==> src/design/ffha_pkg.sv <==
// Shared types and constants for the first-fit heap allocator.
package ffha_pkg;

   localparam logic OP_ALLOC = 1'b0;
   localparam logic OP_FREE  = 1'b1;

   localparam logic STATUS_DONE     = 1'b0;
   localparam logic STATUS_NO_SPACE = 1'b1;

   localparam int REQ_BYTES_W = 13;
   localparam int ADDR_W      = 12;
   localparam int SIZE_W      = 13;

   typedef struct packed {
      logic                   operation;
      logic [REQ_BYTES_W-1:0] request_bytes;
      logic [ADDR_W-1:0]      free_address;
   } ffha_req_type;

   typedef struct packed {
      logic [ADDR_W-1:0] payload_address;
      logic              status;
   } ffha_rsp_type;

   typedef enum logic [1:0] {
      ST_IDLE,
      ST_WALK,
      ST_FREE,
      ST_REPLY
   } ffha_state_type;

   typedef struct packed {
      logic accept;
      logic advance;
      logic grant;
      logic place;
      logic fail;
      logic do_free;
      logic rsp_load;
   } ffha_cmd_type;

   typedef struct packed {
      logic is_free_op;
      logic in_range;
      logic hit;
      logic size_zero;
      logic fits;
   } ffha_stat_type;

endpackage

==> src/design/ffha_ctrl.sv <==
// Controller state machine of the first-fit heap allocator.
module ffha_ctrl
   import ffha_pkg::*;
(
   input  logic          clock,
   input  logic          reset,
   input  logic          req_valid,
   output logic          req_stall,
   output logic          rsp_valid,
   input  logic          rsp_stall,
   input  ffha_stat_type stat,
   output ffha_cmd_type  cmd
);

   ffha_state_type state_ff, state_in;
   logic           rsp_valid_ff, rsp_valid_in;
   logic           slot_free;

   assign slot_free = !rsp_valid_ff || !rsp_stall;
   assign req_stall = (state_ff != ST_IDLE);
   assign rsp_valid = rsp_valid_ff;

   always_comb begin
      state_in = state_ff;
      case (state_ff)
         ST_IDLE: begin
            if (req_valid) begin
               state_in = stat.is_free_op ? ST_FREE : ST_WALK;
            end
         end
         ST_WALK: begin
            if (!stat.in_range || stat.hit || stat.size_zero) begin
               state_in = ST_REPLY;
            end
         end
         ST_FREE: begin
            state_in = ST_REPLY;
         end
         ST_REPLY: begin
            if (slot_free) begin
               state_in = ST_IDLE;
            end
         end
         default: begin
            state_in = ST_IDLE;
         end
      endcase
   end

   always_comb begin
      cmd = '0;
      case (state_ff)
         ST_IDLE: begin
            cmd.accept = req_valid;
         end
         ST_WALK: begin
            if (stat.in_range && stat.hit) begin
               cmd.grant = 1'b1;
            end else if (!stat.in_range || stat.size_zero) begin
               // nothing reusable: append at heap end if there is room
               cmd.place = stat.fits;
               cmd.fail  = !stat.fits;
            end else begin
               cmd.advance = 1'b1;
            end
         end
         ST_FREE: begin
            cmd.do_free = 1'b1;
         end
         ST_REPLY: begin
            cmd.rsp_load = slot_free;
         end
         default: begin
            cmd = '0;
         end
      endcase
   end

   always_comb begin
      rsp_valid_in = rsp_valid_ff;
      if (cmd.rsp_load) begin
         rsp_valid_in = 1'b1;
      end else if (!rsp_stall) begin
         rsp_valid_in = 1'b0;
      end
   end

   always_ff @(posedge clock) begin
      if (reset) begin
         state_ff     <= ST_IDLE;
         rsp_valid_ff <= 1'b0;
      end else begin
         state_ff     <= state_in;
         rsp_valid_ff <= rsp_valid_in;
      end
   end

endmodule

==> config.mk <==
export PLATFORM = sky130hd
export DESIGN_NAME = ffha_ctrl
export DESIGN_NICKNAME = d
export VERILOG_FILES = /design/src/design/ffha_pkg.sv /design/src/design/ffha_ctrl.sv
export SDC_FILE = /design/constraint.sdc
export NUM_CORES = 1
export LEC_CHECK = 0
export ABC_AREA = 1
export ABC_CLOCK_PERIOD_IN_PS = 1200
export BUFFER_PORTS_ARGS = -buffer_cell sky130_fd_sc_hd__buf_2
export CAP_MARGIN = 15
export CORE_AREA = 2 2 39 41
export DETAILED_ROUTE_END_ITERATION = 10
export DIE_AREA = 0 0 41 43
export PLACE_DENSITY_LB_ADDON = 0.15
export SLEW_MARGIN = 20
export SYNTH_ARGS = -nofsm -noshare
export SYNTH_HDL_FRONTEND = slang
export SYNTH_SLANG_ARGS = --single-unit
==> constraint.sdc <==
create_clock -name clock -period 1.2 [get_ports clock]
set_clock_uncertainty 0.1 [all_clocks]
set_input_delay 0.06 -clock clock [delete_from_list [all_inputs] [get_ports clock]]
set_output_delay 0.06 -clock clock [all_outputs]
set_load 0.1 [all_outputs]
==> results of run 1 <==
worst max path at each step:
stage | from | to | slack, ps | cells after the start
after global placement | state_ff[0] | state_ff[1] | -60 | 6
after floorplan | state_ff[1] | cmd[2] | -630 | 4
final | state_ff[1] | cmd[2] | -250 | 5
after CTS | state_ff[1] | cmd[2] | -280 | 5
after detailed placement | state_ff[0] | state_ff[1] | -70 | 6
after global routing | state_ff[1] | cmd[2] | -320 | 5
layer usage:
metal | vias to the layer above | GRT usage | wire [um]
met4 | 0 | 0.0800 | 11
met2 | 11 | 0.166 | 374
met1 | 154 | 0.122 | 262
met5 | - | 0 | 0
met3 | 2 | 0.0314 | 45
li1 | 199 | - | -
what timing repair did:
| action | CTS | global route |
|---|---|---|
| pin swaps | 3 | 2 |
| resized for setup | 6 | 7 |
| setup buffers | 2 | 2 |
| endpoints found under the setup margin | 10 | 10 |
| hold buffers | 1 | 0 |
| hold endpoints to repair | 3 | 0 |
power by group through the flow:
stage               combinational (mW)  sequential, mW  clock, mW
finish                            1.47           0.182      0.174
CTS                               1.41           0.170      0.183
floorplan                        0.862           0.199          0
global route                      1.57           0.187      0.199
global placement                  1.34           0.170          0
detailed placement                1.34           0.171          0
logic make-up after synthesis:
logic type | count (synthesis)
AOI/OAI and AO/OA | 2
adders and majority gates | 5
buffers and inverters | 14
DFF | 3
and+or+nand+nor | 25
area by class of cell:
cell class / count / area, um^2 / area share
multi-input combinational: 32 / 268 / 0.359
sequential: 3 / 68.8 / 0.0923
timing repair buffer: 26 / 298 / 0.399
clock buffer: 4 / 26.3 / 0.0352
tap: 16 / 20.0 / 0.0268
inverter: 13 / 65.1 / 0.0872
worst reg2reg max path, delay by kind of cell, from the launching register on:
kind	cells	cell delay, ps
AND/OR/NAND/NOR	6	410
flip-flops	1	310
adder cells (fa/ha/maj)	1	140
buffers and inverters	3	260
cells in the mapped netlist, drive strengths merged:
cell / number
a21oi: 1
buf: 1
dfxtp: 3
ha: 5
inv: 13
nand2: 14
nand3: 1
nor2: 8
nor3: 1
nor4: 1
o21ai: 1
stage by stage:
stage | TNS, ps | power, mW | instances | hold WS (ps) | util
3_3_place_gp | -160 | 1.51 | 85 | 133 | 0.455
6_report | -1580 | 1.83 | 94 | -5.65 | 0.539
5_1_grt | -2290 | 1.96 | 94 | 19.5 | 0.539
2_1_floorplan | -1730 | 1.06 | 49 | 19.4 | -
4_1_cts | -1880 | 1.77 | 92 | -11.5 | 0.509
3_5_place_dp | -187 | 1.51 | 85 | 139 | 0.455
sequential cells by signal (all words and copies together), names as in the netlist:
name and cells:
state_ff 2, rsp_valid 1
==> metrics.txt, run 1 <==
status finished, violations left; failing checks negative hold slack, negative setup slack; Final Hold Vio Count 1; R2R depth 10; final antenna-violating net count 0; CTS Sinks 3; Gate Count Post-Synth 49; largest net degree at the start of global routing 5; slew margin rel. 0.830; Distinct cells, synth 14; post-DR wirelength/cell about 7.4 um; critical path, cell by cell inv_2 -> ha_4 -> inv_4 -> nor4_4 -> buf_12; vias in the first global route 353; Yosys reg bits 3; CTS Root Cell clkbuf_4; Slowest cell on crit path dfxtp_2; # rows 14; Core Box Area ~0.0014 mm^2; Initial Utilization 0.219; Synth Area in Compound Gates 0.0331; Skew-Pair Late Insertion Delay between 200 and 250 ps; adder-cell share of the synthesized area 0.207; final wirelength 693 um; VDD IR max between 1 and 1.5 mV; RSZ-0062 raised after global routing true; simple-gate share of the synthesized area 0.376; most common cell after layout, fill and taps aside nand2_1; r2r setup slk -120 ps; DP HPWL 605 um; CP Capture Type output port; post-layout minimum cycle time 1450 ps; Worst Hold Class in2reg; fraction of layout instances using a drive strength above 1 0.641; CTS tree done; overall die height around 43 um; IO buf count 17; Num CTS Buffers 3; CP Launch Type flip-flop; worst slew pin tran 253 ps; DP Worst Slack -70.3 ps; Diodes inserted 0; clock buffer depth 2; Crit path arrival time 1290 ps; Switching Share 0.536; CP max FO 3; Lkg Pwr 0.344 nW; Fmax 688 MHz; 1st-iter DRT viols 1; detailed-route via count 366; Sequential Power Share 0.099; Hold Crit Depth 3; chip width 41 um; Cell Int Power 0.848 mW; Crit path buffers/inverters 3; synth top area cells ha_1 21%, dfxtp_1 20%, nand2_1 16%; hold_sp rsp_stall; Seq/Total Area, Yosys 0.198; syn_area_per_cell 6.18 um^2; Worst EP required ~1000 ps; Placed Area 629 um^2; CP top delay family buffers and inverters; slowest cell delay on critical path 310 ps; NumNets Final just over 90; Synth Area in XOR/XNOR 0; # IOs 18; P&R area growth vs syn 146%; Ys Warns 0; Crit Path Class reg2out; final RePlAce weighted congestion 0.713; Sw Pwr 0.980 mW; reg2reg start state_ff[1]; cell area after layout 746 um^2; mux contribution to synthesized area 0; count of final max-slew check failures 0; Die Area 0.00176 mm^2; largest family of logic cells by synthesized area simple AND/OR/NAND/NOR gates; syn nets between 60 and 70; final worst slack -254 ps; first-pass GRT wire length 1.28 mm; Synth area leader ha_1; vias per cell a little under 4; mapped cell area 303 um^2; iteration count of the initial detailed-routing pass 2; Max Cap Viol 0; PwrDens 2450 mW/mm^2; Residual DRC 0; Tcrit/Tclk final 1.21; Synth top area share 0.207; most frequent cells in the layout 12 x nand2_1, 9 x buf_12, 8 x buf_2, 6 x buf_4; # fillers 129; Worst-path clk slew about 40 ps; R2R Path End state_ff[0]; initial antenna violation count 0; final setup fails 10; H-tree depth 1; Min-Delay Endpoint rsp_valid; final hold slack -5.65 ps; GRT Total Usage 0.109; Logic pwr share 0.806; global route total overflow 0; clock power share 0.095
(Power assumes the default switching activity.)
==> run 2: changes to the inputs <==
--- a/config.mk
+++ b/config.mk
@@ -12,7 +12,7 @@
 export CORE_AREA = 2 2 39 41
 export DETAILED_ROUTE_END_ITERATION = 10
 export DIE_AREA = 0 0 41 43
-export PLACE_DENSITY_LB_ADDON = 0.15
+export PLACE_DENSITY = 0.57
 export SLEW_MARGIN = 20
 export SYNTH_ARGS = -nofsm -noshare
 export SYNTH_HDL_FRONTEND = slang
==> run 2 against run 1 <==
Effect of this change:
- the flow still finishes with violations (negative hold slack, negative setup slack)
- combinational power hardly changed
- sequential cell count stayed put
- critical path type unchanged
- clock power hardly changed
- die area stayed put
- critical path depth stayed put
- total power is 1.1% higher
==> metrics.txt, run 2 (same netlist as run 1, synthesis figures left out) <==
status finished, violations left (unchanged); failing checks negative hold slack, negative setup slack (unchanged); Logic pwr share 0.807 (was 0.806); overall die height 43 um (unchanged); Worst setup endpoint cmd[2] (unchanged); count of final max-slew check failures 0 (unchanged); reg2reg start state_ff[1] (unchanged); slowest cell delay on critical path 310 ps (about the same); Finished Core Util 0.535 (was 0.539); vias per cell 3.89 (about the same); Slowest cell on crit path dfxtp_2 (unchanged); Core Box Area 0.00138 mm^2 (unchanged); r2r setup slk -150 ps (was -120 ps); most frequent cells in the layout 12 x nand2_1, 9 x buf_12, 8 x buf_2, 6 x inv_1 (was 12 x nand2_1, 9 x buf_12, 8 x buf_2, 6 x buf_4); Cell Int Power 0.864 mW (was 0.848 mW); IO buf count 17 (unchanged); CP Capture Type output port (unchanged); final antenna-violating net count 0 (unchanged); Worst Hold Class in2reg (unchanged); # fillers 134 (was 129); final hold slack -12.3 ps (was -5.65 ps); detailed-route via count 362 (was 366); max FFs per register 2 (unchanged); final setup fails 10 (unchanged); register cell area after layout 68.8 um^2 (unchanged); Worst-path clk slew 40 ps (about the same); worst setup path start state_ff[1] (unchanged); clock power share 0.094 (was 0.095); slew margin rel. 0.821 (was 0.830); Tcrit/Tclk final 1.23 (was 1.21); CP max FO 4 (was 3); vias in the first global route 354 (was 353); Diodes inserted 0 (unchanged); Fmax 679 MHz (was 688 MHz); final RePlAce weighted congestion 0.798 (was 0.713); P&R area growth vs syn 145% (was 146%); Die Area 0.00176 mm^2 (unchanged); final worst slack -273 ps (was -254 ps); worst slew pin tran 266 ps (was 253 ps); Lkg Pwr 0.344 nW (about the same); CTS Root Cell clkbuf_4 (unchanged); Final Hold Vio Count 1 (unchanged); most common cell after layout, fill and taps aside nand2_1 (unchanged); fraction of layout instances using a drive strength above 1 0.636 (was 0.641); Residual DRC 0 (unchanged); Initial Utilization 0.219 (unchanged); chip width 41 um (unchanged); CP Launch Type flip-flop (unchanged); Sw Pwr 0.985 mW (was 0.980 mW); largest net degree at the start of global routing 5 (unchanged); post-layout minimum cycle time 1470 ps (was 1450 ps); DP HPWL 635 um (was 605 um); Worst EP required 1040 ps (about the same); R2R depth 10 (unchanged); Crit path arrival time 1310 ps (was 1290 ps); Num CTS Buffers 3 (unchanged); first-pass GRT wire length 1.26 mm (was 1.28 mm); # IOs 18 (unchanged); H-tree depth 1 (unchanged); global route total overflow 0 (unchanged); PwrDens 2500 mW/mm^2 (was 2450 mW/mm^2); Max Cap Viol 0 (unchanged); Switching Share 0.533 (was 0.536); Biggest register state_ff (unchanged); post-DR wirelength/cell 7.87 um (was 7.37 um); Crit Path Class reg2out (unchanged); 1st-iter DRT viols 0 (was 1); VDD IR max 0.929 mV (was 1.18 mV); R2R Path End state_ff[0] (unchanged); Skew-Pair Late Insertion Delay 230 ps (about the same); CTS Sinks 3 (unchanged); area of the multi-input gates 270 um^2 (was 268 um^2); Sequential Power Share 0.099 (about the same); critical path, cell by cell inv_2 -> ha_4 -> inv_4 -> nor4_4 -> buf_12 (unchanged); CTS tree done (unchanged); iteration count of the initial detailed-routing pass 1 (was 2); GRT Total Usage 0.105 (was 0.109); final wirelength 732 um (was 693 um); RSZ-0062 raised after global routing true (unchanged); NumNets Final 92 (was 93); initial antenna violation count 0 (unchanged); clock buffer depth 2 (unchanged); # rows 14 (unchanged)
[run 2: changes by cell type in the layout (fill, tap and decap cells not counted)]
cell / previous run / this run
buf_4: 6 / 5
ha_1: 2 / 1
ha_2: 0 / 1
inv_1: 5 / 6
inv_2: 3 / 2
nand2_2: 2 / 1
nand2_4: 0 / 1
nor2_2: 0 / 1
nor2_4: 3 / 2
[run 2: area by class of cell]
cell class / count / share of cell area
Clock buffer: 4 / 0.0355
Inverter: 13 / 0.0878
Multi-Input combinational cell: 32 / 0.365
Sequential cell: 3 / 0.0929
Tap cell: 16 / 0.0270
Timing Repair Buffer: 25 / 0.392
[run 2: repair_timing]
action | in CTS | in global routing
hold buffers | 1 | 0
endpoints found under the hold margin | 3 | 0
pin swaps | 4 | 1
setup endpoints to repair | 10 | 10
resized for setup | 12 | 1
buffers inserted | 2 | 0
[run 2: through the flow]
step	instance area [um^2]	cells	setup WS [ps]	TNS [ps]	total power [mW]
floorplan	367	49	-628	-1730	1.06
global placement	637	86	-46.0	-121	1.53
detailed placement	637	86	-92.6	-224	1.54
CTS	738	93	-289	-1790	1.88
global route	741	93	-331	-2300	1.96
finish	741	93	-273	-1600	1.85
[run 2: power by group through the flow]
stage | clock network [mW] | registers (mW) | logic (mW)
6_report | 0.174 | 0.183 | 1.49
5_1_grt | 0.190 | 0.188 | 1.58
4_1_cts | 0.187 | 0.184 | 1.51
3_5_place_dp | 0 | 0.173 | 1.36
3_3_place_gp | 0 | 0.170 | 1.36
2_1_floorplan | 0 | 0.199 | 0.862
[run 2: worst max-delay path: cells and delay by family, from the launching register on]
family	cells	cell delay, ps
flip-flops	1	310
buffers and inverters	3	330
adder cells (fa/ha/maj)	1	130
AND/OR/NAND/NOR	1	300
[run 2: metal layers]
layer / up-vias / part of all wire / track usage
met4: 0 / 0 / 0.0800
met3: 0 / 0.041 / 0
li1: 200 / - / -
met1: 153 / 0.36 / 0.106
met2: 9 / 0.60 / 0.188
met5: - / 0 / 0
[run 2: how the worst min path moves through the flow]
stage	start	endpoint	slack [ps]	cells past startpoint
6_report	rsp_stall	rsp_valid	-10	3
5_1_grt	rsp_stall	rsp_valid	10	3
4_1_cts	rsp_stall	rsp_valid	-20	3
3_5_place_dp	reset	rsp_valid	130	2
3_3_place_gp	reset	rsp_valid	130	2
2_1_floorplan	reset	rsp_valid	20	1
==> run 3: changes to the inputs <==
--- a/config.mk
+++ b/config.mk
@@ -7,12 +7,12 @@
 export LEC_CHECK = 0
 export ABC_AREA = 1
 export ABC_CLOCK_PERIOD_IN_PS = 1200
-export BUFFER_PORTS_ARGS = -buffer_cell sky130_fd_sc_hd__buf_2
 export CAP_MARGIN = 15
 export CORE_AREA = 2 2 39 41
 export DETAILED_ROUTE_END_ITERATION = 10
 export DIE_AREA = 0 0 41 43
-export PLACE_DENSITY = 0.57
+export DONT_BUFFER_PORTS = 1
+export PLACE_DENSITY = 0.45
 export SLEW_MARGIN = 20
 export SYNTH_ARGS = -nofsm -noshare
 export SYNTH_HDL_FRONTEND = slang
==> run 3 against run 2 <==
Effect of this change:
- the flow still finishes with violations (negative hold slack, negative setup slack)
- global-route usage fell by 0.39 points
- utilization fell by 2.8 points
- first-iteration DRC count is 1 higher
- sequential cell count stayed put
- setup slack improved by 9.2 ps
- register-to-register slack gained 30 ps
- combinational power is essentially flat
- hold slack worse by 87 ps
- critical path type unchanged
- largest cell class is now multi-input combinational cells
==> metrics.txt, run 3 (same netlist as run 1, synthesis figures left out) <==
status finished, violations left (unchanged); failing checks negative hold slack, negative setup slack (unchanged); iteration count of the initial detailed-routing pass 3 (was 1); RSZ-0062 raised after global routing true (unchanged); Skew-Pair Late Insertion Delay 230 ps (about the same); CP Launch Type flip-flop (unchanged); worst slew pin tran 259 ps (was 266 ps); # rows 14 (unchanged); Fmax 683 MHz (was 679 MHz); NumNets Final 86 (was 92); clock buffer depth 2 (unchanged); GRT Total Usage 0.101 (was 0.105); CP max FO 3 (was 4); detailed-route via count 334 (was 362); VDD IR max 1.44 mV (was 0.929 mV); vias per cell 3.84 (was 3.89); register cell area after layout 68.8 um^2 (unchanged); post-layout minimum cycle time 1460 ps (was 1470 ps); vias in the first global route 330 (was 354); Crit path arrival time 1300 ps (was 1310 ps); largest net degree at the start of global routing 5 (unchanged); global route total overflow 0 (unchanged); Final Hold Vio Count 1 (unchanged); Max Cap Viol 0 (unchanged); slew margin rel. 0.826 (was 0.821); Tcrit/Tclk final 1.22 (was 1.23); CTS tree done (unchanged); IO buf count 0 (was 17); Die Area 0.00176 mm^2 (unchanged); DP HPWL 553 um (was 635 um); Num CTS Buffers 3 (unchanged); GR Util met3 0.0314 (was 0); final hold slack -99.6 ps (was -12.3 ps); final RePlAce weighted congestion 0.695 (was 0.798); final wirelength 696 um (was 732 um); fraction of layout instances using a drive strength above 1 0.606 (was 0.636); GR Layer Usage met1 0.0965 (was 0.106); CP Capture Type output port (unchanged); Residual DRC 0 (unchanged); Core Box Area 0.00138 mm^2 (unchanged); final antenna-violating net count 0 (unchanged); critical path, cell by cell inv_2 -> ha_4 -> inv_4 -> nor4_4 -> buf_12 (unchanged); overall die height 43 um (unchanged); first-pass GRT wire length 1.17 mm (was 1.26 mm); initial antenna violation count 0 (unchanged); Diodes inserted 0 (unchanged); Worst-path clk slew 40 ps (about the same); met2 Use GR 0.166 (was 0.188); PwrDens 2570 mW/mm^2 (was 2500 mW/mm^2); most common cell after layout, fill and taps aside nand2_1 (unchanged); Crit Path Class reg2out (unchanged); 1st-iter DRT viols 1 (was 0); chip width 41 um (unchanged); final worst slack -264 ps (was -273 ps); most frequent cells in the layout 12 x nand2_1, 8 x buf_12, 8 x buf_4, 5 x inv_1, 5 x nor2_1 (was 12 x nand2_1, 9 x buf_12, 8 x buf_2, 6 x inv_1); # fillers 127 (was 134); Worst Hold Class in2reg (unchanged); Worst EP required 1040 ps (about the same); Lkg Pwr 0.312 nW (was 0.344 nW); final setup fails 10 (unchanged); DP Worst Slack -91.2 ps (was -92.6 ps); Biggest register state_ff (unchanged); # hold bufs at CTS 2 (was 1); post-DR wirelength/cell 8.00 um (was 7.87 um); Slowest cell on crit path dfxtp_2 (unchanged); P&R area growth vs syn 132% (was 145%); H-tree depth 1 (unchanged); CTS Root Cell clkbuf_4 (unchanged); CTS Sinks 3 (unchanged); count of final max-slew check failures 0 (unchanged); # IOs 18 (unchanged); max FFs per register 2 (unchanged); area of the multi-input gates 270 um^2 (unchanged); grt peak-use layer met2 (unchanged); slowest cell delay on critical path 310 ps (about the same); Initial Utilization 0.219 (unchanged); setup TNS -1660 ps (was -1600 ps)
==> run 3: final cells by class <==
type | instances | share of cell area
Multi-Input combinational cell | 32 | 0.385
Timing Repair Buffer | 19 | 0.358
Tap cell | 16 | 0.0285
Clock buffer | 4 | 0.0374
Sequential cell | 3 | 0.0980
Inverter | 13 | 0.0927
==> run 3: worst paths after layout <==
path                    start     endpoint  slack (ps)  cells after the start
hold reg to reg     rsp_valid    rsp_valid         400                      2
setup / recovery  state_ff[1]       cmd[2]        -260                      5
setup reg to reg  state_ff[1]  state_ff[0]        -120                     10
hold / removal      rsp_stall    rsp_valid        -100                      2
==> run 3: per-stage QoR <==
step | cell area (um^2) | std cells | utilization | power, mW
6_report | 702 | 87 | 0.507 | 1.81
3_3_place_gp | 587 | 78 | 0.424 | 1.50
5_1_grt | 702 | 87 | 0.507 | 1.93
4_1_cts | 684 | 87 | 0.495 | 1.80
2_1_floorplan | 367 | 49 | - | 1.06
3_5_place_dp | 587 | 78 | 0.424 | 1.50
==> run 3: layer usage <==
layer | share of wire | routed length, um
met2 | 0.58 | 406
met1 | 0.34 | 237
met5 | 0 | 0
met3 | 0.075 | 52
met4 | 0 | 0
==> run 3: where the power goes <==
| part | total (mW) | leakage [nW] | switching [mW] | internal (mW) |
|---|---|---|---|---|
| clock network | 0.174 | 0.0150 | 0.0493 | 0.124 |
| registers | 0.177 | 0.0264 | 0.0328 | 0.144 |
| logic | 1.46 | 0.271 | 0.895 | 0.561 |
==> run 3: worst max-delay path: cells and delay by family (launching register included) <==
kind	cells	cell delay [ps]
buffers and inverters	3	330
adders and majority gates	1	140
and+or+nand+nor	1	290
DFF	1	310
==> run 3: timing repair <==
action	CTS	global route
setup endpoints to repair	10	10
cloned	0	0
setup buffers	3	0
pin swaps	4	1
hold endpoints to repair	3	1
resized for setup	9	4
